`config.mk`:
```
export PLATFORM = sky130hd
export DESIGN_NAME = modular_exponentiation_compare_top
export DESIGN_NICKNAME = d
export VERILOG_FILES = /design/src/rtl/core/mec_pkg.sv /design/src/rtl/core/modular_exponentiation_compare_top.sv /design/src/rtl/core/mec_modmul.sv /design/src/rtl/core/mec_datapath.sv /design/src/rtl/core/mec_ctrl.sv
export SDC_FILE = /design/constraint.sdc
export NUM_CORES = 1
export LEC_CHECK = 0
export BUFFER_PORTS_ARGS = -buffer_cell sky130_fd_sc_hd__buf_2
export CORE_MARGIN = 4
export CORE_UTILIZATION = 40
export DETAILED_ROUTE_END_ITERATION = 8
export GPL_TIMING_DRIVEN = 0
export PLACE_DENSITY_LB_ADDON = 0.08
export SLEW_MARGIN = 20
export SYNTH_ARGS = -nofsm -noshare
export SYNTH_HDL_FRONTEND = slang
export SYNTH_SLANG_ARGS = --single-unit
```
`constraint.sdc`:
```
create_clock -name clk_i -period 9.5 [get_ports clk_i]
set_clock_uncertainty 0.15 [all_clocks]
set_input_delay 1.425 -clock clk_i [delete_from_list [all_inputs] [get_ports clk_i]]
set_output_delay 1.425 -clock clk_i [all_outputs]
set_load 0.03 [all_outputs]
```
`src/rtl/core/mec_pkg.sv`:
```
// ----------------------------------------------------------------------------
// mec_pkg
// types and constants shared by the modular exponentiation compare block
// ----------------------------------------------------------------------------
`default_nettype none

package mec_pkg;

  localparam int unsigned FieldWidth = 32;

  typedef struct packed {
    logic [FieldWidth-1:0] base_value;
    logic [FieldWidth-1:0] exponent_value;
    logic [FieldWidth-1:0] expected;
  } mec_req_t;

  typedef struct packed {
    logic [FieldWidth-1:0] power;
    logic                  matches_res;
  } mec_res_t;

  typedef enum logic [2:0] {
    StIdle,
    StReduce,
    StMul,
    StSqr,
    StDone
  } mec_state_e;

  typedef struct packed {
    logic load;
    logic red_start;
    logic mul_start;
    logic sqr_start;
    logic emit;
  } mec_cmd_t;

  typedef struct packed {
    logic unit_done;
    logic exp_bit;
    logic last_bit;
  } mec_sts_t;

  localparam logic [0:0] RegModulus = 1'b0;

endpackage

`default_nettype wire

```
`src/rtl/core/modular_exponentiation_compare_top.sv`:
```
// ----------------------------------------------------------------------------
// modular_exponentiation_compare_top
// square-and-multiply modular exponentiation with compare against expected
// ----------------------------------------------------------------------------
// channel   signals                         direction
// request   start, busy (out), req_i            in
// result    res_valid_o, res_o              out
// config    psel/penable/pwrite/paddr/...   apb
//
// a request scans exponent bits from the lowest up to the highest set bit (at
// least one): a reduce of the base first, then per bit a multiply if the bit
// is set and a square unless it is the last; each reduce, multiply or
// square is a shift-and-add pass in the single shared unit. busy drops in
// the result cycle. reset sets modulus to 2; no clearing pass. results are
// strobed for one cycle and cannot be stalled.
// ----------------------------------------------------------------------------
`default_nettype none

module modular_exponentiation_compare_top import mec_pkg::*; #(
  parameter int unsigned OPERAND_WIDTH = 32
) (
  input  wire logic        clk_i,
  input  wire logic        rst_ni,
  input  wire logic        start,
  output logic             busy,
  input  wire mec_req_t    req_i,
  output logic             res_valid_o,
  output mec_res_t         res_o,
  input  wire logic        psel,
  input  wire logic        penable,
  input  wire logic        pwrite,
  input  wire logic [0:0]  paddr,
  input  wire logic [31:0] pwdata,
  output logic [31:0]      prdata,
  output logic             pready
);

  localparam int unsigned W = OPERAND_WIDTH;

  logic [W-1:0] modulus_q;
  logic [W-1:0] wval;
  mec_cmd_t     cmd;
  mec_sts_t     sts;
  logic         cfg_wr;

  assign wval   = pwdata[W-1:0];
  assign cfg_wr = psel && penable && pwrite && (paddr == RegModulus);

  always_ff @(posedge clk_i or negedge rst_ni) begin
    if (!rst_ni) begin
      modulus_q <= W'(2);
    end else if (cfg_wr && (wval[W-1:1] != '0)) begin
      modulus_q <= wval;
    end
  end

  assign pready = 1'b1;
  assign prdata = (paddr == RegModulus) ? 32'(modulus_q) : '0;

  mec_ctrl u_ctrl (
    .clk_i   (clk_i),
    .rst_ni  (rst_ni),
    .start_i (start),
    .sts_i   (sts),
    .cmd_o   (cmd),
    .busy_o  (busy)
  );

  mec_datapath #(.W(W)) u_dp (
    .clk_i       (clk_i),
    .rst_ni      (rst_ni),
    .cmd_i       (cmd),
    .req_i       (req_i),
    .modulus_i   (modulus_q),
    .sts_o       (sts),
    .res_valid_o (res_valid_o),
    .res_o       (res_o)
  );

  a_modulus_ge2: assert property (@(posedge clk_i) disable iff (!rst_ni)
    modulus_q[W-1:1] != '0) else $error("modulus below two");

  a_res_after_busy: assert property (@(posedge clk_i) disable iff (!rst_ni)
    res_valid_o |-> $past(busy)) else $error("result without request");

  a_power_below_mod: assert property (@(posedge clk_i) disable iff (!rst_ni)
    res_valid_o |-> res_o.power < FieldWidth'(modulus_q)) else $error("power not reduced");

endmodule

`default_nettype wire

```
`src/rtl/core/mec_modmul.sv`:
```
// ----------------------------------------------------------------------------
// mec_modmul
// shift-and-add modular multiplier, one multiplier bit per cycle
// ----------------------------------------------------------------------------
`default_nettype none

module mec_modmul import mec_pkg::*; #(
  parameter int unsigned W = 32
) (
  input  wire logic         clk_i,
  input  wire logic         rst_ni,
  input  wire logic         start_i,
  input  wire logic [W-1:0] a_i,
  input  wire logic [W-1:0] b_i,
  input  wire logic [W-1:0] m_i,
  output logic              done_o,
  output logic [W-1:0]      p_o
);

  localparam int unsigned CntW = $clog2(W + 1);

  logic [W-1:0]    acc_q, acc_d;
  logic [W-1:0]    a_q, a_d;
  logic [W-1:0]    b_q, b_d;
  logic [CntW-1:0] cnt_q, cnt_d;
  logic            busy_q, busy_d;
  logic            done_q, done_d;
  logic [W:0]      dbl, dbl_r, add, add_r;

  // a is reduced below m by the caller; acc stays below m
  always_comb begin
    dbl   = {acc_q, 1'b0};
    dbl_r = (dbl >= {1'b0, m_i}) ? dbl - {1'b0, m_i} : dbl;
    add   = dbl_r + {1'b0, a_q};
    add_r = (add >= {1'b0, m_i}) ? add - {1'b0, m_i} : add;
    acc_d  = acc_q;
    a_d    = a_q;
    b_d    = b_q;
    cnt_d  = cnt_q;
    busy_d = busy_q;
    done_d = 1'b0;
    if (start_i) begin
      acc_d  = '0;
      a_d    = a_i;
      b_d    = b_i;
      cnt_d  = CntW'(W);
      busy_d = 1'b1;
    end else if (busy_q) begin
      acc_d = b_q[W-1] ? add_r[W-1:0] : dbl_r[W-1:0];
      b_d   = {b_q[W-2:0], 1'b0};
      cnt_d = cnt_q - 1'b1;
      if (cnt_q == CntW'(1)) begin
        busy_d = 1'b0;
        done_d = 1'b1;
      end
    end
  end

  always_ff @(posedge clk_i or negedge rst_ni) begin
    if (!rst_ni) begin
      busy_q <= 1'b0;
      done_q <= 1'b0;
      cnt_q  <= '0;
    end else begin
      busy_q <= busy_d;
      done_q <= done_d;
      cnt_q  <= cnt_d;
    end
  end

  always_ff @(posedge clk_i) begin
    acc_q <= acc_d;
    a_q   <= a_d;
    b_q   <= b_d;
  end

  assign done_o = done_q;
  assign p_o    = acc_q;

endmodule

`default_nettype wire

```
`src/rtl/core/mec_datapath.sv`:
```
// ----------------------------------------------------------------------------
// mec_datapath
// operand registers, exponent shifter and shared modular multiplier
// ----------------------------------------------------------------------------
`default_nettype none

module mec_datapath import mec_pkg::*; #(
  parameter int unsigned W = 32
) (
  input  wire logic         clk_i,
  input  wire logic         rst_ni,
  input  wire mec_cmd_t     cmd_i,
  input  wire mec_req_t     req_i,
  input  wire logic [W-1:0] modulus_i,
  output mec_sts_t          sts_o,
  output logic              res_valid_o,
  output mec_res_t          res_o
);

  localparam int unsigned CntW = $clog2(W + 1);

  typedef enum logic [1:0] {DstRed, DstAcc, DstSq} dst_e;

  logic [W-1:0]    acc_q, sq_q, exp_q, exp_x_q;
  logic [CntW-1:0] bits_q;
  logic            mul_start, mul_done;
  logic [W-1:0]    mul_a, mul_b, mul_p;
  logic            res_valid_q;
  mec_res_t        res_q;
  logic [W:0]      base_r;
  dst_e            dst_q;

  // reduction of the base is a multiply by one
  always_comb begin
    mul_start = cmd_i.red_start || cmd_i.mul_start || cmd_i.sqr_start;
    mul_a = sq_q;
    mul_b = sq_q;
    if (cmd_i.red_start) begin
      mul_a = W'(1);
      mul_b = sq_q;
    end else if (cmd_i.mul_start) begin
      mul_b = acc_q;
    end
  end

  mec_modmul #(.W(W)) u_modmul (
    .clk_i   (clk_i),
    .rst_ni  (rst_ni),
    .start_i (mul_start),
    .a_i     (mul_a),
    .b_i     (mul_b),
    .m_i     (modulus_i),
    .done_o  (mul_done),
    .p_o     (mul_p)
  );

  // sq_q holds the base less at most one m at load: force it below m via reduce step
  assign base_r = {1'b0, req_i.base_value[W-1:0]};

  always_ff @(posedge clk_i or negedge rst_ni) begin
    if (!rst_ni) begin
      dst_q <= DstRed;
    end else if (cmd_i.red_start) begin
      dst_q <= DstRed;
    end else if (cmd_i.mul_start) begin
      dst_q <= DstAcc;
    end else if (cmd_i.sqr_start) begin
      dst_q <= DstSq;
    end
  end

  always_ff @(posedge clk_i) begin
    if (cmd_i.load) begin
      acc_q   <= W'(1);
      sq_q    <= (base_r >= {1'b0, modulus_i}) ? W'(base_r - {1'b0, modulus_i})
                                               : base_r[W-1:0];
      exp_q   <= req_i.exponent_value[W-1:0];
      exp_x_q <= req_i.expected[W-1:0];
      bits_q  <= CntW'(W);
    end else if (mul_done) begin
      unique case (dst_q)
        DstAcc:  acc_q <= mul_p;
        DstSq: begin
          sq_q   <= mul_p;
          exp_q  <= exp_q >> 1;
          bits_q <= bits_q - 1'b1;
        end
        default: sq_q <= mul_p;
      endcase
    end
  end

  assign sts_o.unit_done = mul_done;
  assign sts_o.exp_bit   = exp_q[0];
  assign sts_o.last_bit  = (bits_q == CntW'(1)) || (exp_q[W-1:1] == '0);

  always_ff @(posedge clk_i or negedge rst_ni) begin
    if (!rst_ni) begin
      res_valid_q <= 1'b0;
    end else begin
      res_valid_q <= cmd_i.emit;
    end
  end

  always_ff @(posedge clk_i) begin
    if (cmd_i.emit) begin
      res_q.power       <= FieldWidth'(acc_q);
      res_q.matches_res <= (acc_q == exp_x_q);
    end
  end

  assign res_valid_o = res_valid_q;
  assign res_o       = res_q;

endmodule

`default_nettype wire

```
`src/rtl/core/mec_ctrl.sv`:
```
// ----------------------------------------------------------------------------
// mec_ctrl
// sequencer for reduce, multiply and square steps
// ----------------------------------------------------------------------------
`default_nettype none

module mec_ctrl import mec_pkg::*; (
  input  wire logic     clk_i,
  input  wire logic     rst_ni,
  input  wire logic     start_i,
  input  wire mec_sts_t sts_i,
  output mec_cmd_t      cmd_o,
  output logic          busy_o
);

  mec_state_e state_q, state_d;
  logic       issued_q, issued_d;

  always_ff @(posedge clk_i or negedge rst_ni) begin
    if (!rst_ni) begin
      state_q  <= StIdle;
      issued_q <= 1'b0;
    end else begin
      state_q  <= state_d;
      issued_q <= issued_d;
    end
  end

  // issued_q: the current step's multiply has been launched
  always_comb begin
    state_d  = state_q;
    issued_d = issued_q;
    cmd_o    = '0;
    unique case (state_q)
      StIdle: begin
        if (start_i) begin
          cmd_o.load = 1'b1;
          state_d    = StReduce;
          issued_d   = 1'b0;
        end
      end
      StReduce: begin
        if (!issued_q) begin
          cmd_o.red_start = 1'b1;
          issued_d        = 1'b1;
        end else if (sts_i.unit_done) begin
          issued_d = 1'b0;
          state_d  = StMul;
        end
      end
      StMul: begin
        if (!issued_q) begin
          if (sts_i.exp_bit) begin
            cmd_o.mul_start = 1'b1;
            issued_d        = 1'b1;
          end else if (sts_i.last_bit) begin
            state_d = StDone;
          end else begin
            state_d = StSqr;
          end
        end else if (sts_i.unit_done) begin
          issued_d = 1'b0;
          state_d  = sts_i.last_bit ? StDone : StSqr;
        end
      end
      StSqr: begin
        if (!issued_q) begin
          cmd_o.sqr_start = 1'b1;
          issued_d        = 1'b1;
        end else if (sts_i.unit_done) begin
          issued_d = 1'b0;
          state_d  = StMul;
        end
      end
      StDone: begin
        cmd_o.emit = 1'b1;
        state_d    = StIdle;
      end
      default: state_d = StIdle;
    endcase
  end

  assign busy_o = (state_q != StIdle);

  property p_one_cmd;
    @(posedge clk_i) disable iff (!rst_ni)
      $onehot0({cmd_o.load, cmd_o.red_start, cmd_o.mul_start, cmd_o.sqr_start, cmd_o.emit});
  endproperty
  a_one_cmd: assert property (p_one_cmd) else $error("more than one command");

  a_emit_idle: assert property (@(posedge clk_i) disable iff (!rst_ni)
    cmd_o.emit |=> state_q == StIdle) else $error("emit not followed by idle");

  a_load_idle: assert property (@(posedge clk_i) disable iff (!rst_ni)
    cmd_o.load |=> state_q == StReduce) else $error("load not followed by reduce");

endmodule

`default_nettype wire
```
==> impl_metrics.json, run 1 <==
{
  "outcome": "finished, final reports clean",
  "clk_latency_ns": 0.55,
  "synth_seq_cells": 310,
  "finalInstanceArea_mm2": 0.02360,
  "root_buffer": "clkbuf_16",
  "cpLargestDelayFamily": "compound AO/OA/AOI/OAI gates",
  "drc_errors": 0,
  "num_io_pins": 203,
  "fp.coreArea_mm2": 0.05007,
  "hold_class": "reg2reg",
  "place_hpwl_um": 59630,
  "period_minus_slack_ns": 9.063,
  "die_h_um": 232.8,
  "synth-main-ff-cell": "edfxtp_1",
  "post_drt_wl_per_cell_um": 23.75,
  "yosys_warnings": 0,
  "cp-end-kind": "flop",
  "routed_wl_um": 75510,
  "post-route-util_pct": 47.13,
  "route.vias.total": 18208,
  "fmax_mhz": 110.3,
  "htree_num_levels": 2,
  "die_area_mm2": 0.05421,
  "syn2layout_area_growth_pct": 16.71,
  "drt_iter0_drc": 1526,
  "placed_area_mm2": 0.02218,
  "tritoncts": "done",
  "post-route-period-util_pct": 95.40,
  "path_buf_inv": 7,
  "p_leak_nw": 9.687,
  "grt_usage_pct": 27.17,
  "finalNonFillerCells": 3179,
  "drv_slew": 0,
  "clkTransAtPathRegs_ns": 0.06,
  "fin_nets": 2747,
  "grt-ovfl-total": 0,
  "drt-pass1-iter-count": 5,
  "critical-path-max-stage-delay_ns": 0.60,
  "worst-endpoint-arrival_ns": 9.34,
  "first_global_vias": 17729,
  "worst_hold_slack_ns": 0.3521,
  "dp.cells": 3099,
  "gp_congestion": 0.9631,
  "via_per_inst": 5.728,
  "yosys.cell_types.count": 82,
  "power_mw": 3.986,
  "worst_slew_pin_slew_ns": 1.019,
  "fillers": 4998,
  "antenna_found_initial": 2,
  "power_density_mw_per_mm2": 168.9,
  "relSlewSlack_pct": 31.84,
  "synth.yosys.seq_area_share_pct": 41.42,
  "worstPathMaxFanout": 10,
  "start_util_pct": 40.38,
  "port_buffers": 200,
  "synth_fp_nets": 2492,
  "vdd_drop_max_mv": 0.1667,
  "synthCells": 2221,
  "clockBufferDepth": 3,
  "synth_area_mm2": 0.02022,
  "drive_gt1_share_pct": 15.34,
  "hold_violations": 0,
  "postRouteAntennaNets": 0,
  "setup_violations": 0,
  "die_w_um": 232.8,
  "worstSetupPathType": "reg2reg",
  "slowest_stage": "or4_4",
  "cts.hold.buffers_added": 0,
  "cap_violations": 0,
  "row_count": 82,
  "cts-buffers-inserted": 36,
  "start_kind": "flop",
  "ys_async_sr_fraction_pct": 15.16,
  "synth_edf_count": 193,
  "cts.sinks": 310,
  "required_ns": 9.78,
  "grt_max_degree": 48,
  "syn_area_per_cell_um2": 9.103,
  "grt_first_pass_wirelength_um": 110000
}
## flip-flops by register name, summed over array words and instances (netlist names)
name                  cells
u_dp.u_modmul.cnt_q       6
u_dp.dst_q                2
u_ctrl.issued_q           1
u_dp.u_modmul.p_o        32
u_ctrl.state_q            3
u_dp.exp_q               32
u_dp.res_valid_o          1
u_dp.acc_q               32
modulus_q                32
u_dp.u_modmul.done_o      1
u_dp.exp_x_q             32
u_dp.bits_q               6
u_dp.u_modmul.busy_q      1
u_dp.u_modmul.b_q        32
u_dp.u_modmul.a_q        32
u_dp.sq_q                32
u_dp.res_o               33
## kinds of logic after synthesis
logic type               share of synthesized area, %
adder cells (fa/ha/maj)                         8.565
XOR/XNOR                                        5.848
AO/OA/AOI/OAI                                   19.17
flip-flops                                      41.42
other                                         0.01855
multiplexers                                    3.787
buffers and inverters                           3.651
AND/OR/NAND/NOR                                 17.54
## Yosys cell counts (all sizes together), types with 8 or more instances
library cell	count	area share, %
o21a	26	0.97
a211oi	29	1.1
mux2i	27	1.3
o211a	8	0.40
inv	103	1.9
nor2	133	2.5
a21o	41	1.5
nand4	22	0.68
xor2	68	2.9
nor3b	8	0.35
or3	11	0.34
nand3	64	1.6
and3	15	0.46
a31oi	20	0.62
a21boi	11	0.41
ha	132	8.2
o211ai	26	0.97
nor3	45	1.1
mux2	44	2.5
o31ai	15	0.56
dfxtp	70	6.9
dfrtp	46	5.7
a22oi	32	1.2
nor4	32	1.0
o21ai	139	3.4
nand2b	15	0.46
edfxtp	193	29
nand2	363	6.7
o21bai	21	0.78
a21oi	159	4.0
xnor2	67	2.9
buf	15	0.38
clkbuf	73	1.4
nor2b	41	1.3
## metal layers
metal	GRT usage [%]	up-vias	wire length, um
met4	10.40	0	3111
met5	0	-	0
met2	44.06	675	34410
li1	-	8635	-
met3	4.089	129	4710
met1	36.70	8769	33280
## per-stage QoR
step                       TNS (ns)  setup WS (ns)
after floorplan                   0          1.716
after global placement       -16.37        -0.8395
after global routing      -0.007611      -0.007611
after CTS                         0        0.04408
after detailed placement     -17.33        -0.8665
final                             0         0.4371
## cell usage in the layout (no fill, tap or decap), types with 15 or more instances in the layout
master / instances
mux2_2: 44
and3_1: 15
nand4_1: 22
buf_4: 19
edfxtp_1: 193
a31oi_1: 20
nor2_1: 132
clkbuf_1: 77
buf_2: 206
nor2b_1: 41
nand3_1: 64
o21ai_0: 132
mux2i_1: 26
a211oi_1: 28
inv_1: 95
ha_1: 130
a22oi_1: 32
dfxtp_1: 70
nor3_1: 44
o21bai_1: 21
a21oi_1: 154
nor4_1: 28
dfrtp_1: 46
a21o_1: 41
clkbuf_16: 38
o21a_1: 26
xnor2_1: 67
nand2b_1: 15
o211ai_1: 26
xor2_1: 68
nand2_1: 361
## cell type report
class / instances / area [um^2] / area share (%)
plain buffers: 87 / 365.4 / 1.548
multi-input cells: 1720 / 11240 / 47.63
diodes: 3 / 7.507 / 0.03182
well taps: 672 / 840.8 / 3.563
inverters: 103 / 405.4 / 1.718
clock buffers: 54 / 1072 / 4.544
flip-flops and latches: 310 / 8374 / 35.49
repair buffers: 218 / 1191 / 5.048
clock inverters: 12 / 100.1 / 0.4242
## where the power goes
| part | internal (mW) | switching [mW] |
|---|---|---|
| combinational | 0.396 | 0.737 |
| clock | 0.813 | 0.572 |
| sequential | 1.45 | 0.0202 |
## final timing paths
| kind | startpoint | to | slack (ns) | cells past startpoint |
|---|---|---|---|---|
| hold reg to reg | modulus_q[4] | modulus_q[4] | 0.35 | 1 |
| max in group asynchronous | rst_ni | u_dp.u_modmul.cnt_q[4] | 7.86 | 1 |
| hold / removal | modulus_q[4] | modulus_q[4] | 0.35 | 1 |
| setup / recovery | modulus_q[10] | u_dp.u_modmul.p_o[27] | 0.44 | 36 |
| min in group asynchronous | rst_ni | u_ctrl.state_q[2] | 0.82 | 1 |
| setup reg to reg | modulus_q[10] | u_dp.u_modmul.p_o[27] | 0.44 | 36 |
## repair_timing
action | in CTS | in global routing
pin swaps | 2 | 5
setup endpoints to repair | 31 | 31
buffers inserted | 1 | 11
resized for setup | 11 | 23
Note: power is estimated with default switching activity, not from simulation.
==> inputs of run 2 (changes only) <==
Settings changed: SYNTH_HIERARCHICAL set to 1.
==> run 2 against run 1 <==
  * Synthesized cell count fell by 0.50%
  * Global-route usage rose by 1.1 points
  * Hold slack improved by 0.0067 ns
  * Sequential share of layout area fell by 1.3 points
  * Sequential cell count did not move
  * Synthesized area rose by 4.9%
  * First-iteration DRC count rose by 23%
  * Register-to-register slack got worse by 0.17 ns
  * Wire length rose by 10%
  * Non-clock buffer count fell by 9
  * Utilization fell by 0.48 points
  * Cell count fell by 0.25%
  * Largest cell class unchanged
  * Highest routed layer unchanged
==> impl_metrics.json, run 2 <==
{
  "largest_reg_flops": 33,
  "layout_commonest_cell": "nand2_1",
  "worst-endpoint-arrival_ns": 9.52,
  "place_hpwl_um": 66500,
  "rsz0062_at_grt": "no",
  "num_io_pins": 203,
  "grt_usage_pct": 28.23,
  "synth_seq_cells": 310,
  "die_w_um": 238.3,
  "drv_slew": 0,
  "drive_gt1_share_pct": 19.86,
  "relSlewSlack_pct": 29.73,
  "syn2layout_area_growth_pct": 15.60,
  "hold_violations": 0,
  "drc_errors": 0,
  "worstPathMaxFanout": 10,
  "drt-pass1-iter-count": 5,
  "required_ns": 9.79,
  "critical-path-max-stage-delay_ns": 0.88,
  "multi_input_comb_area_mm2": 0.01202,
  "cts.sinks": 310,
  "setup_violations": 0,
  "synth_commonest_cells": "nand2_1, edfxtp_1, a21oi_1",
  "outcome": "finished, final reports clean",
  "yosys.area.top_type": "edfxtp_1",
  "yosys.cell_types.count": 108,
  "synth_top_area_share_pct": 27.33,
  "worst_slew_pin_slew_ns": 1.027,
  "root_buffer": "clkbuf_16",
  "fillers": 5188,
  "synth_fp_nets": 2481,
  "fmax_mhz": 108.3,
  "slowest_stage": "a2111oi_1",
  "route.vias.total": 18609,
  "num_antenna_cells": 0,
  "fp.coreArea_mm2": 0.05255,
  "syn_area_per_cell_um2": 9.596,
  "worstSetupPathType": "reg2reg",
  "synth.yosys.seq_area_share_pct": 39.49,
  "grt_max_degree": 48,
  "routed_wl_um": 83310,
  "post_drt_wl_per_cell_um": 26.27,
  "postRouteAntennaNets": 0,
  "post-route-period-util_pct": 97.18,
  "finalInstanceArea_mm2": 0.02451,
  "via_per_inst": 5.868,
  "tns_ns": 0,
  "clk_latency_ns": 0.57,
  "synthCells": 2210,
  "start_kind": "flop",
  "placed_area_mm2": 0.02320,
  "grt-ovfl-total": 0,
  "cp-end-kind": "flop",
  "clkTransAtPathRegs_ns": 0.06,
  "ys_async_sr_fraction_pct": 15.16,
  "die_area_mm2": 0.05677,
  "start_util_pct": 40.35,
  "htree_num_levels": 2,
  "antenna_found_initial": 5,
  "die_h_um": 238.3,
  "row_count": 84,
  "cts-buffers-inserted": 37,
  "synth_edf_count": 193,
  "synth-main-ff-cell": "edfxtp_1",
  "tritoncts": "done",
  "yosysMostFrequentCell": "nand2_1",
  "hold_class": "reg2reg",
  "yosys_warnings": 6,
  "grt_first_pass_wirelength_um": 118400,
  "worst_hold_slack_ns": 0.3588,
  "cap_violations": 0,
  "port_buffers": 201,
  "fin_nets": 2726,
  "clockBufferDepth": 3,
  "post-route-util_pct": 46.65,
  "ff_latch_area_mm2": 0.008376,
  "synth.area.top_cells": "edfxtp_1, ha_1, mux2_2, dfxtp_1, dfrtp_1",
  "period_minus_slack_ns": 9.232,
  "drt_iter0_drc": 1871,
  "first_global_vias": 17843,
  "mostFrequentLayoutCells": "nand2_1, buf_2, edfxtp_1, a21oi_1, ha_1",
  "synth_area_mm2": 0.02121,
  "gp_congestion": 0.9835
}
-- run 2: cell count changes after synthesis, sizes merged, moves of 14 or more --
cell,change
a22oi,-23
a31oi,+25
inv,+19
mux2,+91
mux2i,-17
nand2,-146
nand3,-18
nor2,-15
nor2b,+45
o211ai,-16
o21ai,-24
o32ai,+14
-- run 2: per-layer routing --
layer	share of wire, %	vias up	GRT usage [%]
met2	43	816	42.22
met4	4.3	0	10.64
met1	45	9029	40.89
met3	7.7	141	5.062
li1	-	8623	-
met5	0	-	0
-- run 2: kinds of logic (layout without fill, tap and decap cells) --
logic type,count (synthesis),after routing,synth area share [%]
buffers and inverters,213,486,4.154
AOI/OAI and AO/OA,594,594,18.73
DFF,310,310,39.49
other,1,1,0.01768
muxes,145,145,7.641
xor gates and xnor gates,136,136,5.688
and+or+nand+nor,675,675,16.11
adders and majority gates,136,136,8.166
-- run 2: worst max-delay path, delay by kind of cell (launching register included) --
kind | cells | cell delay, ns
AO/OA/AOI/OAI | 13 | 3.80
AND/OR/NAND/NOR | 10 | 2.32
adder cells (fa/ha/maj) | 3 | 1.14
buffers and inverters | 3 | 0.87
flip-flops | 1 | 0.51
XOR/XNOR | 2 | 0.28
-- run 2: what timing repair did --
item / 4_1_cts / 5_1_grt
hold buffers: 0 / 0
endpoints found under the setup margin: 32 / 29
buffers inserted: 0 / 1
gates cloned: 0 / 0
pin swaps: 1 / 2
gates resized for setup: 16 / 11
-- run 2: metrics by stage --
stage          setup WS [ns]  std cells
6_report              0.2682       3171
2_1_floorplan          1.999       2210
4_1_cts              0.05689       3171
3_3_place_gp          -1.082       3099
3_5_place_dp          -1.077       3106
5_1_grt              0.01788       3171
-- run 2: path summary, 6_finish.rpt --
check	start	slack, ns	endpoint	cells after the start
setup / recovery	modulus_q[19]	0.27	u_dp/u_modmul/p_o[27]	31
hold / removal	u_dp/bits_q[5]	0.36	u_dp/bits_q[5]	2
setup reg to reg	modulus_q[19]	0.27	u_dp/u_modmul/p_o[27]	31
hold reg to reg	u_dp/bits_q[5]	0.36	u_dp/bits_q[5]	2
max in group asynchronous	rst_ni	7.96	modulus_q[21]	1
min in group asynchronous	rst_ni	0.76	u_dp/dst_q[1]	1
-- run 2: area by class of cell --
cell class	count	area share, %
sequential	310	34.17
tap	688	3.511
multi-input combinational	1687	49.03
buffer	87	1.705
timing repair buffer	209	4.588
clock inverter	21	1.031
clock buffer	46	4.083
inverter	123	1.883
Power of run 2 is not shown: default switching activity piles up to over one toggle a cycle in this logic, so the estimate is an artifact.
